## src/channel_id_allocator_macros.svh

```systemverilog
// Assertion macros for the channel id allocator.
`ifndef CHANNEL_ID_ALLOCATOR_MACROS_SVH
`define CHANNEL_ID_ALLOCATOR_MACROS_SVH

// Check a condition at every clock edge outside reset.
`define CIA_ASSERT(label, cond, msg) \
  label: assert property (@(posedge clk_i) disable iff (!rst_ni) (cond)) else $error(msg);

// Check that a trigger implies a condition in the same cycle.
`define CIA_IMPLIES(label, trig, cond, msg) \
  label: assert property (@(posedge clk_i) disable iff (!rst_ni) (trig) |-> (cond)) \
    else $error(msg);

`endif

```

## src/cia_pkg.sv

```systemverilog
// Types and constants shared by the channel id allocator.
package cia_pkg;

  localparam int unsigned WordBits = 64;

  localparam logic [30:0] POOL_ID_BASE  = 31'd1025;
  localparam logic [30:0] COUNTER_FIRST = 31'd2048;
  localparam logic [30:0] COUNTER_LAST  = 31'h7FFF_FFFE;

  typedef enum logic [1:0] {
    OP_ALLOC_POOL = 2'd0,
    OP_ALLOC_CNT  = 2'd1,
    OP_RELEASE    = 2'd2
  } op_e;

  typedef enum logic [1:0] {
    STATUS_OK        = 2'd0,
    STATUS_FULL      = 2'd1,
    STATUS_RANGE     = 2'd2,
    STATUS_UNDERFLOW = 2'd3
  } status_e;

  typedef struct packed {
    logic [1:0]  op;
    logic [30:0] release_id;
  } req_t;

  typedef struct packed {
    logic [30:0] channel_id;
    logic [1:0]  status;
  } rsp_t;

endpackage

```

## src/channel_id_allocator.sv

```systemverilog
// Channel id allocator: bitmap pool with next-fit search plus a wrapping counter.
//
// Usage:
//   Input channel (in_valid_i / in_stall_o / in_data_i) carries one request item:
//   allocate a pool id, allocate a counter id, or release a pool id. Output
//   channel (out_valid_o / out_stall_i / out_data_o) returns exactly one result
//   item per request: the granted channel number (zero if none) and a status.
//   Requests are handled one at a time; in_stall_o is low only while idle.
//   A counter id, an unused op or an out-of-range release is answered from the
//   decode state; an in-range release reads its bitmap word, then clears the bit
//   in the release state; a pool grant scans the bitmap word by word.
//   The pool search is set by the bitmap memory's single read port: one
//   64-bit word is scanned per cycle through a shared lowest-free-bit encoder,
//   starting after the last granted slot and wrapping back to it.
//   At reset the bitmap memory is swept clear, one word per cycle; no request
//   is taken meanwhile. A stalled result stays in the output register; the next
//   request may be accepted meanwhile and is held before completion until that
//   register frees.
`include "channel_id_allocator_macros.svh"

module channel_id_allocator #(
  parameter int unsigned POOL_SIZE = 1024
) (
  input  logic          clk_i,
  input  logic          rst_ni,
  input  logic          in_valid_i,
  output logic          in_stall_o,
  input  cia_pkg::req_t in_data_i,
  output logic          out_valid_o,
  input  logic          out_stall_i,
  output cia_pkg::rsp_t out_data_o
);

  localparam int unsigned MAP_WORDS = (POOL_SIZE + cia_pkg::WordBits - 1) / cia_pkg::WordBits;
  localparam int unsigned SLOT_W    = (POOL_SIZE > 1) ? $clog2(POOL_SIZE) : 1;
  localparam int unsigned WORD_W    = (MAP_WORDS > 1) ? $clog2(MAP_WORDS) : 1;
  localparam int unsigned CNT_W     = $clog2(POOL_SIZE + 1);
  localparam int unsigned VIS_W     = $clog2(MAP_WORDS + 2);
  localparam int unsigned EXT_W     = SLOT_W + 6;
  localparam int unsigned TAIL_BITS = POOL_SIZE - cia_pkg::WordBits * (MAP_WORDS - 1);
  localparam logic [63:0] TAIL_MASK = {64{1'b1}} >> (64 - TAIL_BITS);
  localparam logic [WORD_W-1:0] LAST_WORD = WORD_W'(MAP_WORDS - 1);
  localparam logic [SLOT_W-1:0] LAST_SLOT = SLOT_W'(POOL_SIZE - 1);
  localparam logic [30:0] REL_HI = 31'(1024 + POOL_SIZE);

  typedef enum logic [4:0] {
    ST_CLEAR   = 5'b00001,
    ST_IDLE    = 5'b00010,
    ST_DECODE  = 5'b00100,
    ST_SCAN    = 5'b01000,
    ST_RELEASE = 5'b10000
  } state_e;

  state_e state_q, state_d;

  cia_pkg::req_t req_q, req_d;
  logic [SLOT_W-1:0] last_slot_q, last_slot_d;
  logic [CNT_W-1:0]  used_count_q, used_count_d;
  logic [30:0]       next_id_q, next_id_d;

  // Scan bookkeeping: issue side and check side of the word pipeline.
  logic [WORD_W-1:0] iss_word_q, iss_word_d;
  logic [VIS_W-1:0]  iss_cnt_q, iss_cnt_d;
  logic [5:0]        start_bit_q, start_bit_d;
  logic              chk_valid_q, chk_valid_d;
  logic              chk_first_q, chk_first_d;
  logic              chk_final_q, chk_final_d;
  logic [WORD_W-1:0] chk_word_q, chk_word_d;

  logic          out_valid_q, out_valid_d;
  cia_pkg::rsp_t out_q, out_d;
  logic          out_free, out_load;

  // Bitmap memory: one write port, one registered read port.
  logic [63:0]       mem [MAP_WORDS];
  logic              mem_we, mem_re;
  logic [WORD_W-1:0] mem_waddr, mem_raddr;
  logic [63:0]       mem_wdata, rd_data_q;

  // Slot arithmetic.
  logic [SLOT_W-1:0] start_slot, rel_slot, grant_slot;
  logic [EXT_W-1:0]  start_ext, rel_ext;
  logic              rel_in_range;

  // Shared lowest-free-bit encoder.
  logic [63:0] vis_mask, start_mask, free_w, lowest;
  logic [5:0]  hit_bit;
  logic        scan_hit, issue;

  assign out_free = !out_valid_q || !out_stall_i;

  assign start_slot = (last_slot_q == LAST_SLOT) ? '0 : last_slot_q + SLOT_W'(1);
  assign start_ext  = EXT_W'(start_slot);

  assign rel_in_range = (req_q.release_id >= cia_pkg::POOL_ID_BASE) &&
                        (req_q.release_id <= REL_HI);
  assign rel_slot = SLOT_W'(req_q.release_id - cia_pkg::POOL_ID_BASE);
  assign rel_ext  = EXT_W'(rel_slot);

  always_comb begin
    vis_mask = (chk_word_q == LAST_WORD) ? TAIL_MASK : {64{1'b1}};
    start_mask = {64{1'b1}};
    if (chk_first_q) begin
      start_mask = {64{1'b1}} << start_bit_q;
    end else if (chk_final_q) begin
      start_mask = ~({64{1'b1}} << start_bit_q);
    end
    free_w = ~rd_data_q & vis_mask & start_mask;
    lowest = free_w & (~free_w + 64'd1);
    hit_bit = '0;
    for (int i = 0; i < 64; i++) begin
      if (lowest[i]) begin
        hit_bit = hit_bit | 6'(i);
      end
    end
  end

  assign scan_hit   = chk_valid_q && (free_w != '0);
  assign grant_slot = SLOT_W'({chk_word_q, hit_bit});
  assign issue      = (iss_cnt_q <= VIS_W'(MAP_WORDS));

  always_comb begin
    state_d      = state_q;
    req_d        = req_q;
    last_slot_d  = last_slot_q;
    used_count_d = used_count_q;
    next_id_d    = next_id_q;
    iss_word_d   = iss_word_q;
    iss_cnt_d    = iss_cnt_q;
    start_bit_d  = start_bit_q;
    chk_valid_d  = 1'b0;
    chk_first_d  = chk_first_q;
    chk_final_d  = chk_final_q;
    chk_word_d   = chk_word_q;
    out_load     = 1'b0;
    out_d        = out_q;
    mem_we       = 1'b0;
    mem_waddr    = iss_word_q;
    mem_wdata    = '0;
    mem_re       = 1'b0;
    mem_raddr    = iss_word_q;

    unique case (state_q)
      ST_CLEAR: begin
        // Sweep the bitmap clear, one word per cycle.
        mem_we = 1'b1;
        if (iss_word_q == LAST_WORD) begin
          iss_word_d = '0;
          state_d    = ST_IDLE;
        end else begin
          iss_word_d = iss_word_q + WORD_W'(1);
        end
      end

      ST_IDLE: begin
        if (in_valid_i) begin
          req_d   = in_data_i;
          state_d = ST_DECODE;
        end
      end

      ST_DECODE: begin
        // Hold until the output register can take this item's result.
        if (out_free) begin
          unique case (req_q.op)
            cia_pkg::OP_ALLOC_POOL: begin
              if (used_count_q >= CNT_W'(POOL_SIZE)) begin
                out_load = 1'b1;
                out_d    = '{channel_id: '0, status: cia_pkg::STATUS_FULL};
                state_d  = ST_IDLE;
              end else begin
                iss_word_d  = start_ext[6 +: WORD_W];
                start_bit_d = start_ext[5:0];
                iss_cnt_d   = '0;
                state_d     = ST_SCAN;
              end
            end
            cia_pkg::OP_ALLOC_CNT: begin
              out_load  = 1'b1;
              out_d     = '{channel_id: next_id_q, status: cia_pkg::STATUS_OK};
              next_id_d = (next_id_q == cia_pkg::COUNTER_LAST) ?
                          cia_pkg::COUNTER_FIRST : next_id_q + 31'd1;
              state_d   = ST_IDLE;
            end
            cia_pkg::OP_RELEASE: begin
              if (rel_in_range) begin
                mem_re    = 1'b1;
                mem_raddr = rel_ext[6 +: WORD_W];
                state_d   = ST_RELEASE;
              end else begin
                out_load = 1'b1;
                out_d    = '{channel_id: '0, status: cia_pkg::STATUS_RANGE};
                state_d  = ST_IDLE;
              end
            end
            default: begin
              out_load = 1'b1;
              out_d    = '{channel_id: '0, status: cia_pkg::STATUS_OK};
              state_d  = ST_IDLE;
            end
          endcase
        end
      end

      ST_SCAN: begin
        // Issue the next word read while checking the word read last cycle.
        if (issue) begin
          mem_re      = 1'b1;
          mem_raddr   = iss_word_q;
          chk_valid_d = 1'b1;
          chk_word_d  = iss_word_q;
          chk_first_d = (iss_cnt_q == '0);
          chk_final_d = (iss_cnt_q == VIS_W'(MAP_WORDS));
          iss_cnt_d   = iss_cnt_q + VIS_W'(1);
          iss_word_d  = (iss_word_q == LAST_WORD) ? '0 : iss_word_q + WORD_W'(1);
        end
        if (scan_hit) begin
          mem_we       = 1'b1;
          mem_waddr    = chk_word_q;
          mem_wdata    = rd_data_q | lowest;
          last_slot_d  = grant_slot;
          used_count_d = used_count_q + CNT_W'(1);
          out_load     = 1'b1;
          out_d        = '{channel_id: cia_pkg::POOL_ID_BASE + 31'(grant_slot),
                           status: cia_pkg::STATUS_OK};
          chk_valid_d  = 1'b0;
          state_d      = ST_IDLE;
        end else if (chk_valid_q && chk_final_q) begin
          out_load    = 1'b1;
          out_d       = '{channel_id: '0, status: cia_pkg::STATUS_FULL};
          chk_valid_d = 1'b0;
          state_d     = ST_IDLE;
        end
      end

      ST_RELEASE: begin
        // Clear the slot's bit; drop the count unless it is already zero.
        mem_we    = 1'b1;
        mem_waddr = rel_ext[6 +: WORD_W];
        mem_wdata = rd_data_q & ~(64'd1 << rel_ext[5:0]);
        out_load  = 1'b1;
        if (used_count_q != '0) begin
          used_count_d = used_count_q - CNT_W'(1);
          out_d        = '{channel_id: '0, status: cia_pkg::STATUS_OK};
        end else begin
          out_d = '{channel_id: '0, status: cia_pkg::STATUS_UNDERFLOW};
        end
        state_d = ST_IDLE;
      end

      default: begin
        state_d = ST_IDLE;
      end
    endcase
  end

  always_comb begin
    out_valid_d = out_valid_q;
    if (out_load) begin
      out_valid_d = 1'b1;
    end else if (out_valid_q && !out_stall_i) begin
      out_valid_d = 1'b0;
    end
  end

  always_ff @(posedge clk_i or negedge rst_ni) begin
    if (!rst_ni) begin
      state_q      <= ST_CLEAR;
      last_slot_q  <= '0;
      used_count_q <= '0;
      next_id_q    <= cia_pkg::COUNTER_FIRST;
      iss_word_q   <= '0;
      iss_cnt_q    <= '0;
      chk_valid_q  <= 1'b0;
      out_valid_q  <= 1'b0;
    end else begin
      state_q      <= state_d;
      last_slot_q  <= last_slot_d;
      used_count_q <= used_count_d;
      next_id_q    <= next_id_d;
      iss_word_q   <= iss_word_d;
      iss_cnt_q    <= iss_cnt_d;
      chk_valid_q  <= chk_valid_d;
      out_valid_q  <= out_valid_d;
    end
  end

  always_ff @(posedge clk_i) begin
    req_q       <= req_d;
    start_bit_q <= start_bit_d;
    chk_first_q <= chk_first_d;
    chk_final_q <= chk_final_d;
    chk_word_q  <= chk_word_d;
    out_q       <= out_d;
  end

  always_ff @(posedge clk_i) begin
    if (mem_we) begin
      mem[mem_waddr] <= mem_wdata;
    end
    if (mem_re) begin
      rd_data_q <= mem[mem_raddr];
    end
  end

  assign in_stall_o  = (state_q != ST_IDLE);
  assign out_valid_o = out_valid_q;
  assign out_data_o  = out_q;

  `CIA_ASSERT(a_count_bound, used_count_q <= CNT_W'(POOL_SIZE), "used count above pool size")
  `CIA_IMPLIES(a_load_free, out_load, !out_valid_q || !out_stall_i,
               "result overwrote a pending output item")
  `CIA_IMPLIES(a_hit_free, state_q == ST_SCAN && scan_hit,
               !rd_data_q[hit_bit] && ((WORD_W + 7)'({chk_word_q, hit_bit}) < (WORD_W + 7)'(POOL_SIZE)),
               "granted slot was used or outside the pool")

endmodule

```

## config.mk

```make
export PLATFORM = sky130hd
export DESIGN_NAME = channel_id_allocator
export DESIGN_NICKNAME = d
export VERILOG_FILES = /design/src/cia_pkg.sv /design/src/channel_id_allocator.sv
export VERILOG_INCLUDE_DIRS = /design/src /design/src/src
export SDC_FILE = /design/constraint.sdc
export NUM_CORES = 2
export LEC_CHECK = 0
export BUFFER_PORTS_ARGS = -buffer_cell sky130_fd_sc_hd__buf_4
export CAP_MARGIN = 10
export CORE_MARGIN = 2
export CORE_UTILIZATION = 47
export DETAILED_ROUTE_END_ITERATION = 12
export SYNTH_ARGS = -nofsm -noshare
export SYNTH_HDL_FRONTEND = slang
export SYNTH_SLANG_ARGS = --single-unit
```

## constraint.sdc

```tcl
create_clock -name clk_i -period 7.6 [get_ports clk_i]
set_clock_uncertainty 0.1 [all_clocks]
set_input_delay 0.38 -clock clk_i [delete_from_list [all_inputs] [get_ports clk_i]]
set_output_delay 0.38 -clock clk_i [all_outputs]
set_load 0.02 [all_outputs]
```

# Word-level counts from Yosys, hierarchy flattened
# Memories as Yosys holds them, arrays and structs flattened. A register that Yosys moved wholly into a read port is not among the register bits.
# Index checks and enable logic that the tools add are counted.
word_totals:
  regBits: 146
  latchBits: 0
  mem_bits_rw: 1024
  rom_bits: 0
  inputBits: 37
  out_inout_bits: 35
  word_cells: 320
  memories: 1
memory_table:
  columns: ["name", "words", "word_bits", "rd", "rd_ports_with_merged_regs", "wr", "line_no", "text"]
  rows:
  - ["mem", 16, 64, 1, 1, 1, "channel_id_allocator.sv:75", "logic [63:0] mem [MAP_WORDS];"]
op_classes:
  add_sub_neg: 9
  n_mul: 0
  div_mod_pow: 0
  order_cmp: 4
  n_eq_ne: 24
  shift: 2
  muxes: 229
  bitwise_logic: 8
  n_reduce_logical: 27
op_table:
  columns: ["operator", "n"]
  rows:
  - ["two-way mux 33 bit", 20]
  - ["two-way mux 64 bit", 5]
  - ["NOT 64 bit", 4]
  - ["two-way mux 6 bit", 41]
  - ["two-way mux 5 bit", 47]
  - ["case mux 33 bit (3 select lines)", 2]
  - ["AND 64 bit", 3]
  - ["two-way mux 31 bit", 6]
  - ["two-way mux 4 bit", 36]
  - ["case mux 64 bit (2 select lines)", 1]
  - ["adder 64 x 1 -> 64 bit (second input constant)", 1]
  - ["bitwise OR 64 bit", 1]
  - ["nonzero test 64 bit", 1]
  - ["left shift 1 x 6 -> 64 bit (first input constant)", 1]
  - ["left shift 64 x 6 -> 64 bit (first input constant)", 1]
  - ["two-way mux 1 bit", 46]
  - ["two-way mux 11 bit", 4]
  - ["adder 31 x 1 -> 31 bit (second input constant)", 1]
  - ["equality test 31 bit (second input constant)", 1]
  - ["greater-or-equal comparator 31 x 11 -> 1 bit (second input constant)", 1]
  - ["less-or-equal comparator 31 x 12 -> 1 bit (second input constant)", 1]
  - ["two-way mux 10 bit", 3]
  - ["case mux 11 bit (2 select lines)", 1]
  - ["case mux 5 bit (2 select lines)", 2]
  - ["42 further kinds", 73]

# Longest topological paths before layout
logic_depth:
  word_depth: 76
  ltp_mapped: 19
  ltp_nobuf: 16

# Worst setup path after synthesis
# Ideal clock, no wire load.
synth_path:
  kind: "reg2reg"
  startpoint: "register start_bit_q[2]"
  endpoint: "memory mem[4][0], enable pin"
  setup_ns: 0.486
  arrival_time_ns: 6.485
  required_time_ns: 7.014
  slack_ns: 0.529
  path_stages_with_launch: 15
  n_path_buf: 2
  period_less_slack_ns: 7.071
  path_cell_list: "edfxtp_1 -> buf_6 -> or4_1 -> o21ai_1 -> a211oi_1 -> or4_4 -> or3_4 -> or4_4 -> or3_1 -> and3_4 -> buf_6 -> and2_4 -> a221oi_4 -> nand2_2 -> nor2_1"
synth_between:
  elab_chain_len: 13
  word_cells_on_any_way: 16
  cone_classes: "shift (1); mux (11); bitwise (2); reduce/logical (2)"
synth_rtl:
  columns: ["element", "line_no", "text"]
  rows:
  - ["start, declared", "channel_id_allocator.sv:64", "logic [5:0] start_bit_q, start_bit_d;"]
  - ["start signal, assigned", "channel_id_allocator.sv:290", "start_bit_q <= start_bit_d;"]
  - ["left shift 64 x 6 -> 64 bit *", "channel_id_allocator.sv:104, channel_id_allocator.sv:106", null]
  - ["NOT 64 bit", "channel_id_allocator.sv:106", "start_mask = ~({64{1'b1}} << start_bit_q);"]
  - ["two-way mux 64 bit", "channel_id_allocator.sv:105", "end else if (chk_final_q) begin"]
  - ["two-way mux 64 bit", "channel_id_allocator.sv:103", "if (chk_first_q) begin"]
  - ["two-way mux 64 bit *", "channel_id_allocator.sv:103", null]
  - ["AND 64 bit *", "channel_id_allocator.sv:108", "free_w = ~rd_data_q & vis_mask & start_mask;"]
  - ["nonzero test 64 bit *", "channel_id_allocator.sv:118", "assign scan_hit = chk_valid_q && (free_w != '0);"]
  - ["logical AND 1 bit *", "channel_id_allocator.sv:118", null]
  - ["two-way mux 1 bit", "channel_id_allocator.sv:217", "if (scan_hit) begin"]
  - ["two-way mux 1 bit", "channel_id_allocator.sv:143", "unique case (state_q)"]
  - ["case mux 1 bit (2 select lines)", "channel_id_allocator.sv:143", null]
  - ["two-way mux 1 bit", "channel_id_allocator.sv:298", "if (mem_we) begin"]
  - ["two-way mux 1 bit (not written as such)", "channel_id_allocator.sv:299", "mem[mem_waddr] <= mem_wdata;"]
  - ["end, declared", "channel_id_allocator.sv:75", null]
# Mark *: on every way between the ends. The rest lies on a longest branch, timed or not. The select of a mux whose other input is x is not followed.

# Worst setup path in the final report
layout_path:
  startpoint: "register start_bit_q[2]"
  endpoint: "memory mem[11][57], enable pin"
# Same word-level chain as after synthesis.

==> metrics.md <==
| Metric | Value |
|---|---|
| FFs w/ async S/R, synth | 5.51% |
| Post_cts resized | 0 |
| DP Area | 55600 sq um |
| Vias in the first global route | 31.1k |
| Area of the multi-input gates | 15200 sq um |
| Largest net degree at the start of global routing | 131 |
| Dpl hpwl | 103000 um |
| CP endpoint kind | flop |
| Post-route ant nets | 0 |
| TritonCTS clock tree | done |
| Synth top area share | 66.6% |
| Crit share post-route | 88.6% |
| Critical path required time | 7.92 ns |
| Max incr delay on CP | 1.00 ns |
| Synth top area cells | edfxtp_1 67%, mux4_2 11%, dfrtp_1 3.1%, a21oi_1 1.6%, mux2i_1 1.4% |
| Layout area overhead | 14.9% |
| Fillers | 8780 |
| Yosys top cell by area | edfxtp_1 |
| Max-cap violations | 0 |
| Clk_lat worst skew | 0.76 ns |
| Final hold vios | 0 |
| Register area | 36700 sq um |
| Avg Inst Size Synth | 16.5 sq um |
| Final setup viols | 0 |
| Post-Syn Area | 52600 sq um |
| Delay-heaviest family, CP | simple AND/OR/NAND/NOR gates |
| Via/cell ratio | 6.36 |
| Die area | 115000 sq um |
| HP Class | in2reg |
| Gr ovfl total | 0 |
| Core area | 111000 sq um |
| H-tree depth | 4 |
| Post-synthesis sequential area ratio | 69.9% |
| Min Tclk post-route | 6.73 ns |
| Initial antenna violation count | 6 |
| Status | completed |
| Library cells used by synthesis | 100 |
| Overall Power | 17.7 mW |
| CP arrival | 7.06 ns |
| Critical Path Fanout Max | 33 |
| Post-route DRC violation count | 0 |
| Initial Util | 47.4% |
| # nets final | 3414 |
| Via count | 31.6k |
| Initial DRC count | 3937 |
| RSZ-0062 raised after global routing | false |
| Post-route cell area | 60400 sq um |
| Max Transition Viols Final | 0 |
| WS Path Type | reg2reg |
| Synth Register Bits | 1234 |
| WP buf/inv | 2 |
| Max frequency | 148 MHz |
| Crit path launch type | flop |
| Final hold slack | 0.242 ns |
| Post-synthesis instance total | 3187 |
| Worst-margin pin slew | 1.24 ns |
| Slew headroom | 17.5% |
| Lkg Pwr | 18.7 nW |
| I/O Buffers | 71 |
| Gr usage total | 27.2% |
| Pre-Repair DR Iteration Count | 6 |
| Commonest non-fill, non-tap cell in the layout | edfxtp_1 |
| Pwr Density | 293 nW/um^2 |
| Root Buffer | clkbuf_16 |
| Mapped Nets | 3241 |
| Worst path slowest cell | nor2_4 |
| Maximum VDD drop | 0.203 mV |
| Cell row count | 122 |
| DR WL/cell | 31.3 um |
| First-pass GRT wire length | 225000 um |
| Num CTS Buffers | 134 |
| Chip height | 338 um |
| Die width | 338 um |
| Layout cell share with drive strength beyond 1 | 21.5% |
| Most frequent cells in the layout | 1166 x edfxtp_1, 256 x mux4_2, 178 x nand2_1, 167 x buf_4, 140 x a21oi_1 |
| Ys flop type | edfxtp_1 |
| CTS Buffer Depth | 3 |
| Clock Sinks | 1234 |
| Ys Warns | 0 |
| Routed WL | 155000 um |
| Clock transition at path regs | 0.06 ns |
| Top Ports | 72 |
| Setup TNS | 0 ns |
| GP Congestion | 0.960 |
| Critical-path cell list | buf_4 > a211oi_1 > a221oi_1 > a211o_1 > or4_4 > or3_4 > or4_4 > or3_1 > and3_4 > nor2_4 > a221o_1 > nand2_1 > nor2_4 > buf_12 |
| Post-synth EDFFs | 1166 |
## cells by family (layout without fill, tap and decap cells)
family,Yosys count,in the layout,synth area share [%]
mux,338,338,12.6
xor+xnor,50,50,0.833
compound gates,585,585,7.19
simple gates,741,741,7.35
other cells,0,3,0
flops,1234,1234,69.9
buf+inv,222,506,1.79
fa+ha+maj,17,17,0.419
## routing by layer
layer / share of wire (%) / vias to the layer above / global-route usage, %
li1: - / 13228 / -
met2: 45 / 1602 / 39.7
met3: 9.3 / 222 / 5.60
met4: 3.2 / 2 / 8.94
met5: 0.0064 / - / 0
met1: 43 / 16520 / 41.0
## registers in the layout (all words and copies together), names as in the netlist, 4 cells and up
register and count:
mem 1024, chk_word_q 4, iss_cnt_q 5, start_bit_q 6
state_q 5, out_data_o 33, req_q 33, iss_word_q 4
last_slot_q 10, rd_data_q 64, next_id_q 31, used_count_q 11
## power breakdown
part           internal [mW]  total (mW)  leakage (nW)  switching (mW)
Clock                   3.79        6.47          2.14            2.68
Sequential              7.58        7.73          10.4           0.153
Combinational           1.38        3.49          6.20            2.10
Total                   12.8        17.7          18.7            4.94
## timing repair
action	in CTS	in global routing
setup buffers	0	0
hold buffers	36	0
endpoints found under the hold margin	103	0
## cell type report
class	count	share of cell area (%)
Clock inverter	82	1.49
Timing Repair Buffer	225	3.39
Antenna cell	3	0.0124
Multi-Input combinational cell	1731	25.2
Sequential cell	1234	60.8
Inverter	34	0.211
Clock buffer	165	5.80
Tap cell	1488	3.08
## cell usage after synthesis (10+ instances only)
cell type / instances
nand3_1: 67
and3_1: 15
nor3_1: 59
dfrtp_1: 66
o211ai_1: 11
nor2_1: 141
xnor2_1: 29
xor2_1: 21
nand4_1: 29
nand3b_1: 10
nand2b_1: 17
or2_2: 10
buf_2: 66
nand2_1: 179
buf_1: 18
a211oi_1: 84
and2_1: 32
clkbuf_1: 98
mux4_2: 256
inv_1: 34
edfxtp_1: 1166
o21ai_0: 138
nor4_1: 25
ha_1: 16
nor2b_1: 76
a21oi_1: 166
o31ai_1: 11
a21o_1: 14
a22o_1: 10
a31oi_1: 31
mux2i_1: 72
or3_1: 21
## stage by stage
| step | worst slack [ns] | instances | utilization [%] |
|---|---|---|---|
| final | 0.865 | 4962 | 54.5 |
| after global routing | 0.727 | 4959 | 54.5 |
| after CTS | 0.931 | 4954 | 54.4 |
| after detailed placement | 0.993 | 4671 | 50.1 |
| after global placement | 1.02 | 4671 | 50.1 |
| after floorplan | 0.529 | 3187 | - |
## path summary, 6_finish.rpt
path,start,endpoint,slack [ns],cells after the start
worst min register to register,used_count_q[8],used_count_q[8],0.43,1
worst min-delay path,in_data_i[13],req_q[13],0.24,2
worst max register to register,start_bit_q[2],mem[11][57],0.87,14
max in group asynchronous,rst_ni,next_id_q[27],6.47,2
min in group asynchronous,rst_ni,last_slot_q[6],0.27,2
worst max-delay path,start_bit_q[2],mem[11][57],0.87,14
## worst register-to-register path, cell delays in order (launching register included)
cell and delay [ns]:
edfxtp_1 0.79, buf_4 0.39, a211oi_1 0.30, a221oi_1 0.22, a211o_1 0.38, or4_4 0.59, or3_4 0.37, or4_4 0.50
or3_1 0.40, and3_4 0.27, nor2_4 0.22, a221o_1 0.23, nand2_1 0.24, nor2_4 1.00, buf_12 0.34
Power figures use the tool's default switching activity.
